==> src/design/svhd_pkg.sv <==
// svhd_pkg: shared constants, types and helper functions of the sstv vis header detector
// no dependencies
`default_nettype none

package svhd_pkg;

  // queue and storage sizes
  localparam int CANDS      = 16;
  localparam int QW         = 4;
  localparam int CNT_W      = 5;
  localparam int SLOTS      = 10;
  localparam int SLOT_W     = 4;
  localparam int SLOT_DEPTH = CANDS * SLOTS;
  localparam int SLOT_AW    = 8;
  localparam int VOTE_DEPTH = 4096;
  localparam int VOTE_AW    = 12;
  localparam int WIN_W      = 13;
  localparam int VIS_W      = 15;
  localparam int NUM_W      = 21;
  localparam int SUM_W      = 22;
  localparam int SCNT_W     = 10;
  localparam int PADDR_W    = 6;

  // register indexes
  localparam logic [2:0] REG_SAMPLE_RATE = 3'd0;
  localparam logic [2:0] REG_LEADER_HZ   = 3'd1;
  localparam logic [2:0] REG_SYNC_ENTER  = 3'd2;
  localparam logic [2:0] REG_SYNC_EXIT   = 3'd3;
  localparam logic [2:0] REG_BIT_SPLIT   = 3'd4;
  localparam logic [2:0] REG_MODES_LOW   = 3'd5;
  localparam logic [2:0] REG_MODES_HIGH  = 3'd6;

  // configuration and derived timing
  typedef struct packed {
    logic [11:0]      leader_hz;
    logic [11:0]      sync_enter_hz;
    logic [11:0]      sync_exit_hz;
    logic [11:0]      bit_split_hz;
    logic [127:0]     valid_modes;
    logic [15:0]      rate_eff;
    logic [WIN_W-1:0] win;
    logic [VIS_W-1:0] vis;
    logic [NUM_W-1:0] rate30;
  } cfg_t;

  // quotient unit status
  typedef struct packed {
    logic       busy;
    logic       done;
    logic [4:0] quot;
  } div_stat_t;

  // slot store request
  typedef struct packed {
    logic              rd_en;
    logic              wr_en;
    logic              clr_en;
    logic [QW-1:0]     q;
    logic [SLOT_W-1:0] s;
    logic [QW-1:0]     clr_q;
  } slot_req_t;

  // element index of a third-of-element count 0..29
  function automatic logic [SLOT_W-1:0] third_slot(input logic [4:0] v);
    logic [SLOT_W-1:0] r;
    case (v) inside
      [5'd0:5'd2]:   r = 4'd0;
      [5'd3:5'd5]:   r = 4'd1;
      [5'd6:5'd8]:   r = 4'd2;
      [5'd9:5'd11]:  r = 4'd3;
      [5'd12:5'd14]: r = 4'd4;
      [5'd15:5'd17]: r = 4'd5;
      [5'd18:5'd20]: r = 4'd6;
      [5'd21:5'd23]: r = 4'd7;
      [5'd24:5'd26]: r = 4'd8;
      [5'd27:5'd29]: r = 4'd9;
      default:       r = 4'd15;
    endcase
    return r;
  endfunction

  function automatic logic mode_ok(input logic [127:0] modes, input logic [6:0] code);
    return modes[code];
  endfunction

endpackage

`default_nettype wire

==> src/design/svhd_qdiv.sv <==
// svhd_qdiv: shared five-step restoring quotient unit, floor(num / den) below 32
// depends on svhd_pkg
`default_nettype none

module svhd_qdiv import svhd_pkg::*; (
  input  logic             clk,
  input  logic             rst,
  input  logic             start,
  input  logic [NUM_W-1:0] num,
  input  logic [15:0]      den,
  output div_stat_t        stat
);

  logic [NUM_W-1:0] rem;
  logic [2:0]       step;
  logic [4:0]       quot;
  logic             busy, done;
  logic [NUM_W-1:0] dsh;

  assign dsh  = NUM_W'(den) << step;
  assign stat = '{busy: busy, done: done, quot: quot};

  // one quotient bit per cycle, msb first
  always_ff @(posedge clk) begin
    if (rst) begin
      busy <= 1'b0;
      done <= 1'b0;
      step <= 3'd0;
    end else begin
      done <= 1'b0;
      if (start) begin
        rem  <= num;
        quot <= 5'd0;
        step <= 3'd4;
        busy <= 1'b1;
      end else if (busy) begin
        if (rem >= dsh) begin
          rem  <= rem - dsh;
          quot <= quot | (5'b00001 << step);
        end
        if (step == 3'd0) begin
          busy <= 1'b0;
          done <= 1'b1;
        end else begin
          step <= step - 3'd1;
        end
      end
    end
  end

endmodule

`default_nettype wire

==> config.mk <==
export PLATFORM = sky130hd
export DESIGN_NAME = svhd_qdiv
export DESIGN_NICKNAME = d
export VERILOG_FILES = /design/src/design/svhd_pkg.sv /design/src/design/svhd_qdiv.sv
export SDC_FILE = /design/constraint.sdc
export NUM_CORES = 1
export LEC_CHECK = 0
export BUFFER_PORTS_ARGS = -buffer_cell sky130_fd_sc_hd__buf_2
export CORE_UTILIZATION = 64
export CTS_BUF_LIST = sky130_fd_sc_hd__clkbuf_4
export DETAILED_ROUTE_END_ITERATION = 10
export GPL_TIMING_DRIVEN = 0
export PLACE_DENSITY_LB_ADDON = 0.15
export SLEW_MARGIN = 20
export SYNTH_ARGS = -nofsm -noshare
export SYNTH_HDL_FRONTEND = slang
export SYNTH_SLANG_ARGS = --single-unit
==> constraint.sdc <==
create_clock -name clk -period 7.8 [get_ports clk]
set_input_delay 1.17 -clock clk [delete_from_list [all_inputs] [get_ports clk]]
set_output_delay 1.17 -clock clk [all_outputs]
set_load 0.01 [all_outputs]
==> results_dict.tcl, run 1 <==
set metrics [dict create \
    status "complete, but fails checks" \
    violations "DRC" \
    p_seq_share_pct 35.6 \
    clkTransAtPathRegs_ns 0.11 \
    synth_top_area_share_pct 25.4 \
    worstMarginPinSlew_ns 0.749 \
    synth-simple-area-share_pct 16.6 \
    avgRoutedWirePerCell_um 17.7 \
    end_kind "flop" \
    core_sq_mm 0.00447 \
    ir_drop_mv 0.0981 \
    drive_above_1_share_pct 20.4 \
    fin_crit_sh_pct 56.6 \
    final.setup.tns_ns 0 \
    fmax_mhz 227 \
    hold_violations 0 \
    cpPeakStageDelay_ns 0.71 \
    cap_viol_max_count 0 \
    hpwl_um 6200 \
    num_vias 2961 \
    wirelength_um 8020 \
    rsz0062_at_grt "false" \
    die_w_um 71.4 \
    layout.nets 467 \
    placedCellCount 445 \
    final.setup_skew_ns 0.00689 \
    synth_seq_cells 31 \
    clk_latency_ns 0.34 \
    ios 47 \
    synthXorXnorAreaFrac_pct 2.28 \
    required_ns 7.84 \
    cts_tree "yes" \
    synth.area.mux_share_pct 13.3 \
    power_density_mw_per_mm2 170 \
    p_leak_uw 0.00145 \
    ys.flop_type "edfxtp_1" \
    synthArstFlopShare_pct 0 \
    grt_pass1_wl_um 13200 \
    worstPathCellList "clkbuf_1 -> buf_2 -> mux2i_1 -> mux2i_1 -> mux2i_1 -> ha_1 -> nand3_2 -> nor2_1 -> o311ai_1 -> a211oi_2 -> o311ai_1 -> a211oi_4 -> buf_6" \
    nFillCells 333 \
    p_int_uw 352 \
    start_kind "flop" \
    drt_pre_antenna_iters 8 \
    arrival_ns 4.46 \
    antenna_found_initial 0 \
    clkPwrFrac_pct 16.4 \
    post_cts_buffers 0 \
    pwr-share-comb_pct 48.1 \
    layout_min_cycle_time_ns 4.41 \
    total_power_uw 585 \
    drv_slew 0 \
    synth_most_common_cell "a21oi_1" \
    setup_ws_ns 3.39 \
    grt_pass1_vias 2832 \
    grt_remaining_overflow 0 \
    ctsHoldBuffers 0 \
    area_growth_pct 11.9 \
    rows 24 \
    crit_top_cell "mux2i_1" \
    netlist_top_cells_area "edfxtp_1, ha_1, mux2i_1" \
    stdcell_area_sq_mm 0.00345 \
    ys_seq_area_share_pct 28.6 \
    synthAdderAreaFrac_pct 11.2 \
    p_switching_uw 234 \
    setup_viol 0 \
    max_slew_margin_pct 49.9 \
    die_h_um 71.4 \
    clk_path_buf_depth 2 \
    slowest_stage "a211oi_4" \
    synth.avg_cell_area_sq_um 8.87 \
    synthCells 347 \
    die-area_sq_mm 0.00509 \
    grt_usage_pct 33.3 \
    hold_path_class "flop to flop" \
    cts_sinks 31 \
    clockRootBuffer "clkbuf_4" \
    ant_nets 0 \
    synth-warning-count 0 \
    synth_top_family_by_area "compound AO/OA/AOI/OAI gates" \
    diodes 0 \
    grt_max_degree 15 \
    place_ws_ns 3.13 \
    p_sw_share_pct 39.9 \
    place_congestion 0.910 \
    drc 4 \
    vias_per_cell 6.54 \
    drt-initial-drc-count 290 \
    syn_area_sq_mm 0.00308 \
    critPathKind "flop to flop" \
    cts_resized 0 \
    synth.distinct_cells 55 \
    initial_core_util_pct 68.8 \
    yosys.area.top_type "edfxtp_1" \
    syn-num-nets 414 \
    placed_cell_area_sq_mm 0.00339 \
    port_buffers 45 \
    synth_compound_area_share_pct 23.0 \
    critical_path.max_fanout 14 \
    synth_edf_count 26 \
    htreeDepth 2 \
    yosys-top-cells-count "a21oi_1, nand2_1, edfxtp_1, ha_1, nor2_1" \
    cts_made_buffers 5 \
    stdcell_count 453 \
]
-- cell families (layout without fill, tap and decap cells) --
logic type | count (synthesis) | in the layout
simple gates | 108 | 108
compound gates | 104 | 104
buf+inv | 37 | 91
mux | 32 | 32
flops | 31 | 31
fa+ha+maj | 27 | 27
xor+xnor | 8 | 8
-- state kept, by name (all words and copies together) (netlist names) --
| name | flops |
|---|---|
| step | 3 |
| busy | 1 |
| quot | 5 |
| rem | 21 |
| done | 1 |
-- cell type report --
class                      instances  area (sq um)  area share [%]
timing repair buffer              46           236            6.86
clock buffer                       6          45.0            1.31
inverter                          17          63.8            1.85
buffer                            20          88.8            2.58
tap                               52          65.1            1.89
sequential                        31           881            25.6
multi-input combinational        279          2060            59.7
clock inverter                     2          7.51           0.218
-- stage by stage --
stage	utilization (%)	hold slack [ns]
2_1_floorplan	-	0.497
3_3_place_gp	75.3	0.525
3_5_place_dp	75.8	0.539
4_1_cts	77.0	0.543
5_1_grt	77.0	0.564
6_report	77.0	0.546
-- power by group through the flow --
stage | Clock, uW | Sequential, uW | Combinational [uW]
2_1_floorplan | 0 | 211 | 208
3_3_place_gp | 0 | 212 | 261
3_5_place_dp | 0 | 212 | 274
4_1_cts | 96.2 | 208 | 276
5_1_grt | 101 | 209 | 311
6_report | 95.9 | 208 | 281
-- path summary, 6_finish.rpt --
check,depth (start not counted),from,to,slack (ns)
setup reg to reg,13,step[1],rem[11],3.39
hold / removal,1,busy,done,0.55
setup / recovery,13,step[1],rem[11],3.39
hold reg to reg,1,busy,done,0.55
-- layout by cell type (no fill, tap or decap), types with 7 or more instances in the layout --
cell type	n
ha_1	26
a21oi_1	37
nor3_1	13
nand3_1	9
buf_2	50
o21ai_0	14
mux4_2	7
nor2_1	24
nand2_1	36
clkbuf_1	11
mux2i_1	23
inv_1	14
a211oi_1	7
edfxtp_1	26
-- layer usage --
metal,up-vias,part of all wire (%),GRT usage [%]
li1,1412,-,-
met1,1343,41,42.0
met2,169,47,54.2
met3,37,8.5,7.31
met4,0,3.7,16.7
met5,-,0,0
-- worst max-delay path: cells and delay by family (launching register included) --
kind            cells  cell delay (ns)
buf+inv             3             0.94
fa+ha+maj           1             0.40
mux                 3             0.58
simple gates        2             0.42
compound gates      4             1.39
flops               1             0.37
Power figures use the tool's default switching activity.
==> run 2: changes to the inputs <==
Settings changed: CORE_UTILIZATION 64 to 54.
Clock period 7.8 ns to 3.8 ns, I/O delays scaled along.
==> run 2 against run 1 <==
The flow now finishes without violations. Cell count up 6.0%. Design area increased by 5.6%. Sequential power rose by 100%. Core utilization fell by 11 points. Sequential share of layout area decreased by 1.4 points. Flip-flop and latch count unchanged. Die area increased by 18%. Setup slack worse by 3.3 ns.
==> results_dict.tcl, run 2 (same netlist as run 1, synthesis figures left out) <==
set metrics [dict create \
    status "finished, final reports clean" \
    htreeDepth 2 \
    clk_latency_ns 0.34 \
    die_w_um 77.5 \
    regMostFlops "rem" \
    grt_max_degree 13 \
    largest_reg_flops 21 \
    layout_min_cycle_time_ns 3.70 \
    layout.nets 474 \
    avgRoutedWirePerCell_um 17.4 \
    start_kind "flop" \
    top_layer "met4" \
    drt-initial-drc-count 245 \
    drv_slew 0 \
    p_sw_share_pct 40.8 \
    wirelength_um 8340 \
    clockRootBuffer "clkbuf_4" \
    p_int_uw 742 \
    critical_path.max_fanout 11 \
    drc 0 \
    die_h_um 77.5 \
    required_ns 3.87 \
    antenna_found_initial 0 \
    fmax_mhz 270 \
    place_ws_ns -0.515 \
    timing.critical_path.buf_inv 4 \
    diodes 0 \
    num_vias 2882 \
    pwr-share-comb_pct 49.8 \
    vias_per_cell 6.00 \
    port_buffers 45 \
    hold_violations 0 \
    hpwl_um 6200 \
    place_congestion 0.922 \
    die-area_sq_mm 0.00601 \
    grt_pass1_wl_um 13200 \
    grt_remaining_overflow 0 \
    cts_made_buffers 5 \
    final_cell_mix "buf_2, a21oi_1, nand2_1" \
    stdcell_count 480 \
    grt_pass1_vias 2815 \
    cp_top_family "compound AO/OA/AOI/OAI gates" \
    worstPathCellList "clkbuf_4 -> buf_6 -> mux2i_2 -> mux2i_2 -> mux2i_1 -> ha_1 -> a21oi_1 -> o31ai_4 -> nor2_1 -> a211oi_4 -> o311ai_2 -> a211oi_4 -> buf_6 -> buf_8" \
    final.setup_skew_ns 0.00661 \
    cpPeakStageDelay_ns 0.38 \
    power_density_mw_per_mm2 344 \
    area_growth_pct 18.2 \
    ir_drop_mv 0.203 \
    setup_ws_ns 0.102 \
    final_common_cell "buf_2" \
    core_sq_mm 0.00551 \
    fin_crit_sh_pct 97.3 \
    worstMarginPinSlew_ns 0.665 \
    rows 27 \
    ant_nets 0 \
    largestRegisters "rem x21, quot x5, step x3" \
    fin_util_pct 66.1 \
    cts_sinks 31 \
    grt_usage_pct 28.3 \
    cts_tree "yes" \
    p_seq_share_pct 34.0 \
    max_slew_margin_pct 55.6 \
    placedCellCount 466 \
    p_leak_uw 0.00150 \
    arrival_ns 3.76 \
    hold_ws_ns 0.489 \
    critPathKind "flop to flop" \
    drt_pre_antenna_iters 4 \
    clkTransAtPathRegs_ns 0.12 \
    dr_wl_met3_um 475 \
    met1Wirelength_um 3710 \
    p_switching_uw 511 \
    cap_viol_max_count 0 \
    ios 47 \
    hold_path_class "input pin to flop" \
    drive_above_1_share_pct 25.2 \
    slowest_stage "dfxtp_1" \
    setup_viol 0 \
    dr_wl_met2_um 4030 \
    initial_core_util_pct 55.9 \
    clk_path_buf_depth 2 \
    end_kind "flop" \
    clkPwrFrac_pct 16.2 \
]
## run 2: changes by cell type in the layout (fill, tap and decap cells not counted), moves of 2 or more
| cell | before | now |
|---|---|---|
| buf_2 | 50 | 47 |
| buf_4 | 2 | 8 |
| buf_6 | 1 | 3 |
| clkbuf_1 | 11 | 8 |
| clkbuf_2 | 0 | 2 |
| ha_1 | 26 | 24 |
| ha_2 | 0 | 2 |
| mux2i_1 | 23 | 18 |
| mux2i_2 | 0 | 4 |
| o311ai_1 | 2 | 0 |
## run 2: timing repair
item | in CTS | in global routing
setup buffers | 1 | 5
endpoints found under the setup margin | 26 | 30
pin swaps | 1 | 5
gates resized for setup | 4 | 25
hold buffers | 0 | 0
## run 2: per-stage QoR
stage	total power, uW	area (sq um)	TNS [ns]
final	1250	3640	0
after global routing	1340	3640	-0.839
after CTS	1200	3510	0
after detailed placement	998	3430	-9.70
after global placement	982	3410	-20.67
after floorplan	861	3090	0
## run 2: final cells by class
type | instances | area, sq um
inverter | 17 | 66.3
clock buffer | 5 | 37.5
fill | 450 | 1870
sequential | 31 | 881
timing repair buffer | 53 | 309
tap | 72 | 90.1
clock inverter | 3 | 15.0
multi-input combinational | 279 | 2130
buffer | 20 | 110
## run 2: worst reg2reg max path, stage by stage, from the launching register on
cell and delay, ns:
dfxtp_1 0.38, clkbuf_4 0.21, buf_6 0.18, mux2i_2 0.31, mux2i_2 0.13, mux2i_1 0.22, ha_1 0.26, a21oi_1 0.13
o31ai_4 0.36, nor2_1 0.16, a211oi_4 0.33, o311ai_2 0.19, a211oi_4 0.27, buf_6 0.15, buf_8 0.14
## run 2: routing by layer
| metal | GRT usage (%) | up-vias |
|---|---|---|
| li1 | - | 1423 |
| met3 | 4.47 | 12 |
| met2 | 48.1 | 94 |
| met1 | 37.1 | 1353 |
| met4 | 7.74 | 0 |
| met5 | 0 | - |
## run 2: path summary, 6_finish.rpt
kind	cells after the start	start	slack, ns	endpoint
worst min register to register	1	busy	0.55	done
worst max register to register	14	step[1]	0.10	rem[17]
worst max-delay path	14	step[1]	0.10	rem[17]
worst min-delay path	3	num[3]	0.49	rem[3]
## run 2: power groups by stage
stage / registers [uW] / logic [uW] / clock network [uW]
CTS: 426 / 572 / 206
floorplan: 432 / 429 / 0
global placement: 433 / 549 / 0
detailed placement: 434 / 564 / 0
global route: 430 / 686 / 220
finish: 426 / 623 / 203
