## config.mk

```make
export PLATFORM = sky130hd
export DESIGN_NAME = svhd_regs
export DESIGN_NICKNAME = d
export VERILOG_FILES = /design/src/design/svhd_pkg.sv /design/src/design/svhd_regs.sv
export SDC_FILE = /design/constraint.sdc
export NUM_CORES = 1
export LEC_CHECK = 0
export BUFFER_PORTS_ARGS = -buffer_cell sky130_fd_sc_hd__buf_4
export CAP_MARGIN = 25
export CORE_UTILIZATION = 35
export DETAILED_ROUTE_END_ITERATION = 6
export HOLD_SLACK_MARGIN = 0.02
export SLEW_MARGIN = 20
export SYNTH_ARGS = -nofsm -noshare
export SYNTH_HDL_FRONTEND = slang
export SYNTH_SLANG_ARGS = --single-unit
```

## constraint.sdc

```tcl
create_clock -name clk -period 12.33 [get_ports clk]
set_input_delay 0.6165 -clock clk [delete_from_list [all_inputs] [get_ports clk]]
set_output_delay 0.6165 -clock clk [all_outputs]
set_load 0.01 [all_outputs]
```

## src/design/svhd_pkg.sv

```systemverilog
// svhd_pkg: shared constants, types and helper functions of the sstv vis header detector
// no dependencies
`default_nettype none

package svhd_pkg;

  // queue and storage sizes
  localparam int CANDS      = 16;
  localparam int QW         = 4;
  localparam int CNT_W      = 5;
  localparam int SLOTS      = 10;
  localparam int SLOT_W     = 4;
  localparam int SLOT_DEPTH = CANDS * SLOTS;
  localparam int SLOT_AW    = 8;
  localparam int VOTE_DEPTH = 4096;
  localparam int VOTE_AW    = 12;
  localparam int WIN_W      = 13;
  localparam int VIS_W      = 15;
  localparam int NUM_W      = 21;
  localparam int SUM_W      = 22;
  localparam int SCNT_W     = 10;
  localparam int PADDR_W    = 6;

  // register indexes
  localparam logic [2:0] REG_SAMPLE_RATE = 3'd0;
  localparam logic [2:0] REG_LEADER_HZ   = 3'd1;
  localparam logic [2:0] REG_SYNC_ENTER  = 3'd2;
  localparam logic [2:0] REG_SYNC_EXIT   = 3'd3;
  localparam logic [2:0] REG_BIT_SPLIT   = 3'd4;
  localparam logic [2:0] REG_MODES_LOW   = 3'd5;
  localparam logic [2:0] REG_MODES_HIGH  = 3'd6;

  // configuration and derived timing
  typedef struct packed {
    logic [11:0]      leader_hz;
    logic [11:0]      sync_enter_hz;
    logic [11:0]      sync_exit_hz;
    logic [11:0]      bit_split_hz;
    logic [127:0]     valid_modes;
    logic [15:0]      rate_eff;
    logic [WIN_W-1:0] win;
    logic [VIS_W-1:0] vis;
    logic [NUM_W-1:0] rate30;
  } cfg_t;

  // quotient unit status
  typedef struct packed {
    logic       busy;
    logic       done;
    logic [4:0] quot;
  } div_stat_t;

  // slot store request
  typedef struct packed {
    logic              rd_en;
    logic              wr_en;
    logic              clr_en;
    logic [QW-1:0]     q;
    logic [SLOT_W-1:0] s;
    logic [QW-1:0]     clr_q;
  } slot_req_t;

  // element index of a third-of-element count 0..29
  function automatic logic [SLOT_W-1:0] third_slot(input logic [4:0] v);
    logic [SLOT_W-1:0] r;
    case (v) inside
      [5'd0:5'd2]:   r = 4'd0;
      [5'd3:5'd5]:   r = 4'd1;
      [5'd6:5'd8]:   r = 4'd2;
      [5'd9:5'd11]:  r = 4'd3;
      [5'd12:5'd14]: r = 4'd4;
      [5'd15:5'd17]: r = 4'd5;
      [5'd18:5'd20]: r = 4'd6;
      [5'd21:5'd23]: r = 4'd7;
      [5'd24:5'd26]: r = 4'd8;
      [5'd27:5'd29]: r = 4'd9;
      default:       r = 4'd15;
    endcase
    return r;
  endfunction

  function automatic logic mode_ok(input logic [127:0] modes, input logic [6:0] code);
    return modes[code];
  endfunction

endpackage

`default_nettype wire

```

## src/design/svhd_regs.sv

```systemverilog
// svhd_regs: apb register file and derived timing lengths
// depends on svhd_pkg
`default_nettype none

module svhd_regs import svhd_pkg::*; (
  input  logic               clk,
  input  logic               rst,
  input  logic               psel,
  input  logic               penable,
  input  logic               pwrite,
  input  logic [PADDR_W-1:0] paddr,
  input  logic [63:0]        pwdata,
  output logic [63:0]        prdata,
  output logic               pready,
  output cfg_t               cfg,
  output logic               rate_wr
);

  logic [15:0]      sample_rate;
  logic [11:0]      leader_hz, sync_enter_hz, sync_exit_hz, bit_split_hz;
  logic [63:0]      modes_low, modes_high;
  logic [2:0]       idx;
  logic             wr;
  logic [15:0]      r_eff;
  logic [31:0]      prod;
  logic [12:0]      q10;
  logic [15:0]      rem_w;
  logic [3:0]       rem10;
  logic [1:0]       extra;
  logic [WIN_W-1:0] win;
  logic [VIS_W-1:0] vis;
  logic [NUM_W-1:0] rate30;

  assign idx    = paddr[5:3];
  assign wr     = psel & penable & pwrite;
  assign pready = 1'b1;

  // register writes
  always_ff @(posedge clk) begin
    if (rst) begin
      sample_rate   <= 16'd11025;
      leader_hz     <= 12'd1700;
      sync_enter_hz <= 12'd1250;
      sync_exit_hz  <= 12'd1350;
      bit_split_hz  <= 12'd1200;
      modes_low     <= '0;
      modes_high    <= '0;
      rate_wr       <= 1'b0;
    end else begin
      rate_wr <= 1'b0;
      if (wr) begin
        case (idx)
          REG_SAMPLE_RATE: begin
            sample_rate <= pwdata[15:0];
            rate_wr     <= 1'b1;
          end
          REG_LEADER_HZ:  leader_hz     <= pwdata[11:0];
          REG_SYNC_ENTER: sync_enter_hz <= pwdata[11:0];
          REG_SYNC_EXIT:  sync_exit_hz  <= pwdata[11:0];
          REG_BIT_SPLIT:  bit_split_hz  <= pwdata[11:0];
          REG_MODES_LOW:  modes_low     <= pwdata;
          REG_MODES_HIGH: modes_high    <= pwdata;
          default: ;
        endcase
      end
    end
  end

  // read back
  always_comb begin
    case (idx)
      REG_SAMPLE_RATE: prdata = {48'd0, sample_rate};
      REG_LEADER_HZ:   prdata = {52'd0, leader_hz};
      REG_SYNC_ENTER:  prdata = {52'd0, sync_enter_hz};
      REG_SYNC_EXIT:   prdata = {52'd0, sync_exit_hz};
      REG_BIT_SPLIT:   prdata = {52'd0, bit_split_hz};
      REG_MODES_LOW:   prdata = modes_low;
      REG_MODES_HIGH:  prdata = modes_high;
      default:         prdata = '0;
    endcase
  end

  // rate / 10 by reciprocal, then window and header lengths
  always_comb begin
    r_eff  = (sample_rate == 16'd0) ? 16'd1 : sample_rate;
    prod   = 32'(r_eff) * 32'd52429;
    q10    = prod[31:19];
    rem_w  = r_eff - (16'({q10, 3'b000}) + 16'({q10, 1'b0}));
    rem10  = rem_w[3:0];
    extra  = (rem10 >= 4'd7) ? 2'd2 : ((rem10 >= 4'd4) ? 2'd1 : 2'd0);
    vis    = 15'({q10, 1'b0}) + 15'(q10) + 15'(extra);
    if (q10 == 13'd0) win = 13'd1;
    else if (q10 > 13'(VOTE_DEPTH)) win = 13'(VOTE_DEPTH);
    else win = q10;
    rate30 = 21'({r_eff, 5'b00000}) - 21'({r_eff, 1'b0});
  end

  // registered configuration view
  always_ff @(posedge clk) begin
    cfg.leader_hz     <= leader_hz;
    cfg.sync_enter_hz <= sync_enter_hz;
    cfg.sync_exit_hz  <= sync_exit_hz;
    cfg.bit_split_hz  <= bit_split_hz;
    cfg.valid_modes   <= {modes_high, modes_low};
    cfg.rate_eff      <= r_eff;
    cfg.win           <= win;
    cfg.vis           <= vis;
    cfg.rate30        <= rate30;
  end

endmodule

`default_nettype wire

```

==> impl_summary.txt, run 1 <==
----------------------------------------------------
[Global route]
  Global-route wire length before repair ... about 91000 µm
  Maximum number of pins on one net before global-route repair ... 76
  Initial antenna violation count ... 3
  Via count of the first global-routing pass ... 14817
  Congestion Overflow GR ... 0
  GR Layer Usage met2 ... 35.8%
  GR met1 Demand/Resource ... roughly 28%
  M3 GR Usage ... ~5.4%
  GRT Max-Usage Layer ... met2
  Overall Global Routing Usage ... 21.7%

[Critical path]
  Critical Path Slowest Stage Cell ... sky130_fd_sc_hd__fa_1
  Category of the critical setup timing path ... reg2reg
  Worst path max stage delay ... ~0.57 ns
  Launch instance of the worst register-to-register path ... sample_rate[10]$_SDFFE_PP0P_
  Worst path required time ... between 10 and 15 ns
  Arrival @ worst endpoint ... between 10 and 15 ns
  Biggest fanout along the worst timing path ... 14
  Crit. End Element ... flop
  Most common cell type on the critical path ... sky130_fd_sc_hd__fa_1
  CP bufs+invs ... 6
  R2R Setup Slk ... 1.91 ns
  Type of origin of the critical path ... flop
  Cell class contributing the biggest share of worst-path delay ... adder cells
  Crit path from ... sample_rate[10]$_SDFFE_PP0P_

[Clock tree]
  Post-CTS setup repair buffer count ... 0
  Total CTS buffers ... 45
  CTS sink cnt ... 432
  Clock insertion delay at the later pin of the skew report ... about 0.60 ns
  Buffer depth of the longest clock path ... 3
  TritonCTS clock tree ... done
  Clock slew at the register clock pins of the worst setup and hold paths ... 0.06 ns
  Root Buffer ... sky130_fd_sc_hd__clkbuf_16
  Number of hold buffers added after CTS ... 0
  H-tree depth reported by CTS ... 2
  Post-cts resize count ... 0

[Layout]
  Post-layout net count ... 2629
  Synthesis-to-finish area growth ... 26.4%
  Fraction of layout cells with a size suffix above 1 ... between 20% and 30%
  Final-layout fill cell count ... about 5000
  Final Non-Filler Cells ... roughly 3000

[Floorplan]
  Placeable core region ... 53100 µm²
  Effective utilization at floorplan ... about 36%
  Area of the die ... between 50000 and 60000 µm²
  Die Y ... approximately 230 µm
  Top-level port count ... 382
  Placement Rows ... 84
  Floorplan die width ... around 230 µm

[STA]
  Clock skew ... around 0.034 ns
  Setup repair after global routing missed its margin ... false
  Shortest clock period the worst path allows after layout ... 10.42 ns
  Share of the clock period used by the worst path after layout ... a little over four fifths
  Worst slew pin tran ... approximately 1.1 ns
  Fmax ... 0.0960 GHz
  Worst slew margin ... between 20 and 30%
  Final Max Tran Viols ... 0
  Post-route worst setup slack ... ~1.9 ns
  Final worst hold slack ... approximately 0.26 ns
  Setup violations, final ... 0
  Setup total negative slack ... 0 ns
  Final hold violation count ... 0

[Routing]
  Via density per instance ... 4.93
  Via count ... between 10000 and 15000
  Initial detailed-routing violation count ... 955
  Router iterations before antenna repair ... 5
  WL final ... slightly above 60000 µm
  Per-cell routed wire length ... approximately 20 µm
  Number of remaining DRC errors ... 0
  DRT antenna net count ... 0

[Logic synthesis]
  XOR/XNOR Fraction of Synth Area ... ~2.4%
  Adder-cell share of the synthesized area ... between 20% and 30%
  Cell type contributing the most total cell area after synthesis ... sky130_fd_sc_hd__dfxtp_1
  Net count of the mapped netlist ... roughly 2300
  Simple-gate share of the synthesized area ... between 10% and 20%
  Portion of netlist area occupied by mux cells ... ~2.4%
  Synthesis warning total ... 0
  Number of flops mapped to enable cells by yosys ... 0
  Leading cell types by total area after synthesis ... sky130_fd_sc_hd__dfxtp_1, sky130_fd_sc_hd__ha_1, sky130_fd_sc_hd__fa_1
  Share of the synthesized area in the top cell type ... a little under half
  Synthesized area divided by synthesized cell count ... 9.78 µm²
  Summed instance area of the synthesized netlist ... 19000 µm²
  Top cells by count, synth ... sky130_fd_sc_hd__dfxtp_1, sky130_fd_sc_hd__nand2_1, sky130_fd_sc_hd__a21oi_1
  Combinational family with the most area after synthesis ... adder cells
  Asr flop ratio synth ... 0%
  Top-count cell post-synth ... sky130_fd_sc_hd__dfxtp_1
  Post-synthesis instance total ... a little under 2000
  Part of the Yosys area used for sequential elements ... ~46%
  Distinct cells, synth ... 68
  Post-synthesis register bit count ... about 430
  Most used flip-flop cell after synthesis ... sky130_fd_sc_hd__dfxtp_1
  Share of the synthesized area in compound gates (AO/OA/AOI/OAI) ... ~11%

[Power]
  Power density over cell area ... approximately 150 nW/µm²
  Worst ir drop on vdd ... 111 µV
  Final Total Pwr ... ~3.7 mW
  Total leakage power ... roughly 11 nW

[Placed design]
  Worst slack at placement ... 1.95 ns
  Final weighted congestion in routability-driven placement ... about 0.94
  Post-DP HPWL ... 44500 µm
  Count of input and output buffers ... between 300 and 400
  Placed Cells ... roughly 3000

[Min path]
  Min-delay worst type ... in2reg
  Min-delay src ... pwdata[29]

[Outcome]
  Status ... completed

[Run]
  Max-cap violations ... 0

----------------------------------------------------
==> layout by cell type, fill, tap and decap left out, types with 16 or more instances in the layout <==
cell,Yosys,layout
sky130_fd_sc_hd__clkbuf_16,0,45
sky130_fd_sc_hd__nand3_1,32,32
sky130_fd_sc_hd__a22o_1,57,57
sky130_fd_sc_hd__xnor2_1,33,33
sky130_fd_sc_hd__buf_4,3,387
sky130_fd_sc_hd__a21oi_1,195,195
sky130_fd_sc_hd__xor2_1,16,16
sky130_fd_sc_hd__fa_1,83,83
sky130_fd_sc_hd__nor2_1,31,31
sky130_fd_sc_hd__ha_1,186,186
sky130_fd_sc_hd__dfxtp_1,432,432
sky130_fd_sc_hd__nand2_1,427,425
sky130_fd_sc_hd__inv_1,190,190
sky130_fd_sc_hd__o21ai_0,19,19
==> power breakdown <==
group          switching, mW  total (mW)  internal (mW)
combinational          0.430       0.781          0.352
clock                  0.597        1.41          0.812
sequential            0.0187        1.47           1.46
total                   1.05        3.66           2.62
==> worst min-delay path, cell delays in order <==
cell	delay [ns]
sky130_fd_sc_hd__buf_4	0.11
sky130_fd_sc_hd__nand2_1	0.05
sky130_fd_sc_hd__a21oi_1	0.05
==> through the flow <==
stage          utilization [%]  instance area, µm²
2_1_floorplan                -               19000
3_3_place_gp              42.2               22400
3_5_place_dp              42.2               22400
4_1_cts                   45.1               23900
5_1_grt                   45.1               24000
6_report                  45.1               24000
==> metal layers <==
metal  vias up  routed length, µm
met2       456              28800
met4         0               1660
met1      7258              25900
met3        93               4470
met5         -                  0
li1       7025                  -
==> path summary, 6_finish.rpt <==
kind                            endpoint  cells past startpoint
max                      cfg[34]$_DFF_P_                     40
min          modes_high[29]$_SDFFE_PP0P_                      3
max reg2reg              cfg[34]$_DFF_P_                     40
min reg2reg             cfg[178]$_DFF_P_                      0
==> layout make-up <==
type | instances | area (µm²) | share of cell area, %
tap | 688 | 861 | 3.59
clock inverter | 20 | 287 | 1.20
inverter | 190 | 713 | 2.98
sequential | 432 | 8650 | 36.1
timing repair buffer | 388 | 2920 | 12.2
antenna | 2 | 5.00 | 0.0209
multi-input combinational | 1228 | 9270 | 38.7
clock buffer | 62 | 1260 | 5.26
==> registers in the layout (all words and copies together) (netlist names) <==
signal	flops
cfg	239
modes_high	64
modes_low	64
sample_rate	16
bit_split_hz	12
leader_hz	12
sync_enter_hz	12
sync_exit_hz	12
rate_wr	1
==> cells by family after synthesis <==
logic type / Yosys count
buf+inv: 278
xor+xnor: 50
flops: 432
fa+ha+maj: 270
mux: 32
simple gates: 545
compound gates: 329
other cells: 2
No activity file was read; power rests on OpenSTA's default activity.
==> run 2, diff against run 1 <==
--- a/config.mk
+++ b/config.mk
@@ -5,6 +5,7 @@
 export SDC_FILE = /design/constraint.sdc
 export NUM_CORES = 1
 export LEC_CHECK = 0
+export ABC_AREA = 1
 export BUFFER_PORTS_ARGS = -buffer_cell sky130_fd_sc_hd__buf_4
 export CAP_MARGIN = 25
 export CORE_UTILIZATION = 35
==> constraint.sdc (replaced) <==
create_clock -name clk -period 8.9 [get_ports clk]
set_input_delay 0.445 -clock clk [delete_from_list [all_inputs] [get_ports clk]]
set_output_delay 0.445 -clock clk [all_outputs]
set_load 0.01 [all_outputs]
==> impl_summary.txt, run 2 <==
----------------------------------------------------
[Critical path]
  Crit. End Element ... flop
  Type of origin of the critical path ... flop
  Arrival @ worst endpoint ... around 8.9 ns
  Worst path required time ... 9.40 ns
  Most common cell type on the critical path ... sky130_fd_sc_hd__nand2_1
  Biggest fanout along the worst timing path ... 5
  Category of the critical setup timing path ... reg2reg
  Critical Path Slowest Stage Cell ... sky130_fd_sc_hd__fa_1
  Worst path max stage delay ... approximately 0.57 ns

[Power]
  Power density over cell area ... 234 nW/µm²
  Final Total Pwr ... ~5.9 mW
  Worst ir drop on vdd ... around 200 µV
  Internal power summed over all cells ... roughly 4 mW
  Share of total power in combinational logic ... about 31%
  Switching Power ... 1.80 mW
  Total leakage power ... roughly 12 nW
  Clk pwr share ... between 30 and 40%
  Sequential power share ... 35.4%
  Switching share of power ... a little under a third

[Clock tree]
  Clock slew at the register clock pins of the worst setup and hold paths ... ~0.060 ns
  Root Buffer ... sky130_fd_sc_hd__clkbuf_16
  H-tree depth reported by CTS ... 2
  Number of hold buffers added after CTS ... 0
  CTS sink cnt ... roughly 430
  Clock insertion delay at the later pin of the skew report ... approximately 0.58 ns
  Buffer depth of the longest clock path ... 3
  TritonCTS clock tree ... done
  Total CTS buffers ... 45

[Layout]
  Number of flip-flops under the largest register name ... roughly 240
  Finished layout cell area ... 25100 µm²
  Final-layout fill cell count ... roughly 5200
  Commonest non-fill, non-tap cell in the layout ... sky130_fd_sc_hd__buf_4
  Registers with the most flip-flops ... cfg (239), modes_high (64), modes_low (64)
  Final standard cell utilization of the core ... ~47%
  Register name with the most flops ... cfg
  Fraction of layout cells with a size suffix above 1 ... between 20% and 30%
  Synthesis-to-finish area growth ... 31.0%
  Final Non-Filler Cells ... 3275
  Most frequent cells in the layout ... sky130_fd_sc_hd__buf_4, sky130_fd_sc_hd__dfxtp_1, sky130_fd_sc_hd__nor2_1
  Post-layout net count ... between 2000 and 3000
  Ant. Diodes ... 0

[STA]
  Setup total negative slack ... 0 ns
  Worst slew margin ... 33.9%
  Clock skew ... roughly 0.012 ns
  Final Max Tran Viols ... 0
  Worst slew pin tran ... 0.985 ns
  Post-route worst setup slack ... 0.470 ns
  Share of the clock period used by the worst path after layout ... 94.7%
  Fmax ... between 0.1 and 0.15 GHz
  Final hold violation count ... 0
  Final worst hold slack ... between 0.1 and 0.15 ns
  Shortest clock period the worst path allows after layout ... about 8.4 ns
  Setup violations, final ... 0

[Logic synthesis]
  Top cells by count, synth ... sky130_fd_sc_hd__dfxtp_1, sky130_fd_sc_hd__nor2_1, sky130_fd_sc_hd__inv_1
  Top-count cell post-synth ... sky130_fd_sc_hd__dfxtp_1
  Part of the Yosys area used for sequential elements ... a little under half
  Asr flop ratio synth ... 0%
  Number of flops mapped to enable cells by yosys ... 0
  Net count of the mapped netlist ... roughly 2400
  Distinct cells, synth ... between 40 and 50
  Leading cell types by total area after synthesis ... sky130_fd_sc_hd__dfxtp_1, sky130_fd_sc_hd__ha_1, sky130_fd_sc_hd__fa_1
  Post-synthesis instance total ... between 2000 and 2500
  Synthesis warning total ... 0
  Post-synthesis register bit count ... between 400 and 500
  Most used flip-flop cell after synthesis ... sky130_fd_sc_hd__dfxtp_1
  Cell type contributing the most total cell area after synthesis ... sky130_fd_sc_hd__dfxtp_1
  Summed instance area of the synthesized netlist ... about 19000 µm²
  Share of the synthesized area in the top cell type ... between 40% and 50%
  Synthesized area divided by synthesized cell count ... around 9.1 µm²

[Global route]
  Congestion Overflow GR ... 0
  Initial antenna violation count ... 2
  GR Layer Usage met2 ... approximately a third
  GRT Max-Usage Layer ... met2
  Overall Global Routing Usage ... 21.2%
  Global-route wire length before repair ... slightly above 90000 µm
  GR met1 Demand/Resource ... roughly 28%
  M3 GR Usage ... around 4.7%
  Via count of the first global-routing pass ... about 15000
  Maximum number of pins on one net before global-route repair ... 104

[Placed design]
  Placed Cells ... about 3200
  Final weighted congestion in routability-driven placement ... between 0.9 and 1
  Count of input and output buffers ... between 300 and 400
  Area of placed instances ... about 23000 µm²
  Post-DP HPWL ... around 45000 µm
  Worst slack at placement ... 0.0861 ns

[Run]
  Max-cap violations ... 0

[Routing]
  Router iterations before antenna repair ... 5
  WL final ... around 61000 µm
  DRT antenna net count ... 0
  Via count ... roughly 16000
  Via density per instance ... about 4.8
  Per-cell routed wire length ... 18.5 µm
  Number of remaining DRC errors ... 0
  Initial detailed-routing violation count ... 1073

[Floorplan]
  Floorplan die width ... 236 µm
  Effective utilization at floorplan ... between 30% and 40%
  Placeable core region ... 53900 µm²
  Die Y ... ~240 µm
  Placement Rows ... 85
  Top-level port count ... ~380
  Area of the die ... ~56000 µm²

[Min path]
  Min-delay worst type ... in2reg

[Outcome]
  Status ... completed

----------------------------------------------------
## run 2: repair_timing
action,in CTS,in global routing
setup endpoints to repair,0,6
setup buffers,0,2
gates resized for setup,0,44
## run 2: layout make-up
type / instances / area (µm²) / area share [%]
inverter: 243 / 916 / 3.65
timing repair buffer: 475 / 3570 / 14.2
clock inverter: 22 / 314 / 1.25
sequential: 432 / 8650 / 34.5
clock buffer: 60 / 1270 / 5.07
tap: 696 / 871 / 3.47
multi-input combinational: 1347 / 9480 / 37.8
## run 2: final timing paths
path              cells past startpoint                          end  slack, ns                         start
setup reg to reg                     47              cfg[34]$_DFF_P_       0.47  sample_rate[12]$_SDFFE_PP0P_
hold / removal                        3  modes_high[57]$_SDFFE_PP0P_       0.13                    pwdata[57]
setup / recovery                     47              cfg[34]$_DFF_P_       0.47  sample_rate[12]$_SDFFE_PP0P_
hold reg to reg                       0             cfg[173]$_DFF_P_       0.36   modes_high[44]$_SDFFE_PP0P_
## run 2: cells by family after synthesis
| kind of cell | Yosys count | share of synthesized area [%] |
|---|---|---|
| adders and majority gates | 269 | 20.8 |
| DFF | 432 | 45.2 |
| xor gates and xnor gates | 44 | 2.19 |
| buffers and inverters | 326 | 6.49 |
| AOI/OAI and AO/OA | 362 | 11.1 |
| and+or+nand+nor | 669 | 14.2 |
| other | 2 | 0.0392 |
## run 2: critical path, delay by kind of cell (launching register included)
family / cells / cell delay [ns]
xor+xnor: 2 / 0.33
compound gates: 6 / 0.96
flops: 1 / 0.33
simple gates: 19 / 1.64
fa+ha+maj: 12 / 4.56
buf+inv: 8 / 0.56
## run 2: power by group through the flow
stage          Clock (mW)  Combinational, mW  Sequential [mW]
2_1_floorplan           0               1.02             2.14
5_1_grt              2.12               2.03             2.08
3_5_place_dp            0               1.72             2.12
3_3_place_gp            0               1.70             2.11
6_report             2.00               1.79             2.07
4_1_cts              2.04               1.74             2.07
## run 2: routing by layer
metal	vias up	wire (µm)
met1	7454	26500
met3	84	4190
met5	-	12
li1	7676	-
met2	525	28300
met4	2	1610
==> run 3, diff against run 2 <==
==> constraint.sdc (replaced) <==
create_clock -name clk -period 8.8 [get_ports clk]
set_input_delay 0.44 -clock clk [delete_from_list [all_inputs] [get_ports clk]]
set_output_delay 0.44 -clock clk [all_outputs]
set_load 0.01 [all_outputs]
==> impl_summary.txt, run 3 (synthesis results as in run 2) <==
----------------------------------------------------
[Routing]
  WL final ... around 60000 µm
  Initial detailed-routing violation count ... 911
  Via count ... 15732
  Number of remaining DRC errors ... 0
  DRT antenna net count ... 0
  Per-cell routed wire length ... about 18 µm
  Router iterations before antenna repair ... 5
  Via density per instance ... 4.78

[Critical path]
  Biggest fanout along the worst timing path ... 4
  Type of origin of the critical path ... flop
  Arrival @ worst endpoint ... ~9 ns
  Critical Path Slowest Stage Cell ... sky130_fd_sc_hd__fa_1
  Worst path required time ... between 9 and 10 ns
  Worst path max stage delay ... 0.55 ns
  Category of the critical setup timing path ... reg2reg
  Crit. End Element ... flop

[Clock tree]
  Clock insertion delay at the later pin of the skew report ... ~0.6 ns
  Clock slew at the register clock pins of the worst setup and hold paths ... approximately 0.060 ns
  Root Buffer ... sky130_fd_sc_hd__clkbuf_16
  H-tree depth reported by CTS ... 2
  TritonCTS clock tree ... done
  CTS sink cnt ... 432
  Total CTS buffers ... 45
  Number of hold buffers added after CTS ... 0
  Buffer depth of the longest clock path ... 3

[STA]
  Worst slew pin tran ... slightly below 1 ns
  Final hold violation count ... 0
  Clock skew ... between 0.02 and 0.025 ns
  Setup total negative slack ... 0 ns
  Worst slew margin ... 35.3%
  Setup violations, final ... 0
  Final Max Tran Viols ... 0
  Fmax ... 0.121 GHz
  Post-route worst setup slack ... 0.545 ns
  Share of the clock period used by the worst path after layout ... 93.8%
  Shortest clock period the worst path allows after layout ... between 8 and 9 ns

[Placed design]
  Placed Cells ... ~3200
  Final weighted congestion in routability-driven placement ... about 0.97
  Post-DP HPWL ... approximately 45000 µm
  Area of placed instances ... 23400 µm²
  Count of input and output buffers ... 376
  Worst slack at placement ... approximately 0.057 ns

[Layout]
  Most frequent cells in the layout ... sky130_fd_sc_hd__buf_4, sky130_fd_sc_hd__dfxtp_1, sky130_fd_sc_hd__nor2_1
  Final Non-Filler Cells ... roughly 3300
  Register name with the most flops ... cfg
  Fraction of layout cells with a size suffix above 1 ... about a quarter
  Post-layout net count ... a little under 3000
  Registers with the most flip-flops ... cfg (239), modes_high (64), modes_low (64)
  Number of flip-flops under the largest register name ... roughly 240
  Commonest non-fill, non-tap cell in the layout ... sky130_fd_sc_hd__buf_4
  Synthesis-to-finish area growth ... 32.3%
  Finished layout cell area ... about 25000 µm²

[Floorplan]
  Placement Rows ... 85
  Top-level port count ... 382
  Effective utilization at floorplan ... 35.5%
  Area of the die ... around 56000 µm²
  Die Y ... 236 µm
  Placeable core region ... 53900 µm²
  Floorplan die width ... between 200 and 250 µm

[Global route]
  Via count of the first global-routing pass ... 15314
  Initial antenna violation count ... 2
  Overall Global Routing Usage ... roughly a fifth
  Global-route wire length before repair ... 89800 µm
  Maximum number of pins on one net before global-route repair ... 100
  Congestion Overflow GR ... 0

[Power]
  Power density over cell area ... between 200 and 250 nW/µm²
  Worst ir drop on vdd ... 195 µV
  Total leakage power ... approximately 12 nW

[Outcome]
  Status ... completed

[Min path]
  Min-delay worst type ... in2reg

[Run]
  Max-cap violations ... 0

----------------------------------------------------
==> run 3: changes by cell type in the layout (fill, tap and decap cells not counted), moves of 3 or more <==
cell	before	now
sky130_fd_sc_hd__nand2_2	13	22
sky130_fd_sc_hd__nand2_1	210	200
sky130_fd_sc_hd__bufinv_16	6	3
sky130_fd_sc_hd__inv_1	233	221
sky130_fd_sc_hd__inv_2	8	21
sky130_fd_sc_hd__ha_1	177	166
sky130_fd_sc_hd__ha_4	8	17
sky130_fd_sc_hd__clkinv_2	10	5
sky130_fd_sc_hd__clkbuf_8	9	12
sky130_fd_sc_hd__dfxtp_2	0	3
sky130_fd_sc_hd__buf_4	474	494
sky130_fd_sc_hd__dfxtp_1	432	429
==> run 3: power breakdown <==
| group | total (mW) | internal [mW] | switching [mW] |
|---|---|---|---|
| clock network | 1.94 | 1.13 | 0.802 |
| registers | 2.09 | 2.06 | 0.0308 |
| logic | 1.86 | 0.878 | 0.979 |
| total | 5.89 | 4.08 | 1.81 |
==> run 3: per-stage QoR <==
| stage | hold WS (ns) | total power, mW | util [%] |
|---|---|---|---|
| 2_1_floorplan | 0.346 | 3.20 | - |
| 3_3_place_gp | 0.355 | 3.87 | 43.3 |
| 3_5_place_dp | 0.354 | 3.89 | 43.3 |
| 4_1_cts | 0.0864 | 5.83 | 46.1 |
| 5_1_grt | 0.0963 | 6.28 | 47.0 |
| 6_report | 0.116 | 5.89 | 47.0 |
==> run 3: worst paths after layout <==
check	from	end	slack, ns	cells past startpoint
max	sample_rate[15]$_SDFFE_PP0P_	cfg[34]$_DFF_P_	0.54	48
min	pwdata[18]	modes_low[18]$_SDFFE_PP0P_	0.12	3
max reg2reg	sample_rate[15]$_SDFFE_PP0P_	cfg[34]$_DFF_P_	0.54	48
min reg2reg	leader_hz[4]$_SDFFE_PP0P_	cfg[233]$_DFF_P_	0.36	0
==> run 3: repair_timing <==
action,in CTS,in global routing
endpoints found under the setup margin,0,6
buffers inserted,0,7
resized for setup,0,84
==> run 3: worst max-delay path: cells and delay by family, from the launching register on <==
kind | cells | cell delay, ns
buffers and inverters | 9 | 0.58
and+or+nand+nor | 18 | 1.55
AOI/OAI and AO/OA | 6 | 0.77
DFF | 1 | 0.32
adders and majority gates | 12 | 4.42
xor gates and xnor gates | 3 | 0.52
==> run 3: routing by layer <==
metal / vias to the layer above / global-route usage [%] / share of wire [%]
met5: - / 0 / 0
met4: 0 / 8.50 / 3.8
met3: 110 / 5.03 / 7.5
met2: 532 / 33.2 / 45
met1: 7384 / 27.5 / 44
li1: 7706 / - / -
==> run 3: cell type report <==
| type | count | area (µm²) |
|---|---|---|
| antenna | 1 | 2.50 |
| clock buffer | 65 | 1320 |
| clock inverter | 13 | 189 |
| fill | 5119 | 28600 |
| inverter | 243 | 915 |
| multi-input combinational | 1347 | 9650 |
| sequential | 432 | 8650 |
| tap | 696 | 871 |
| timing repair buffer | 496 | 3730 |
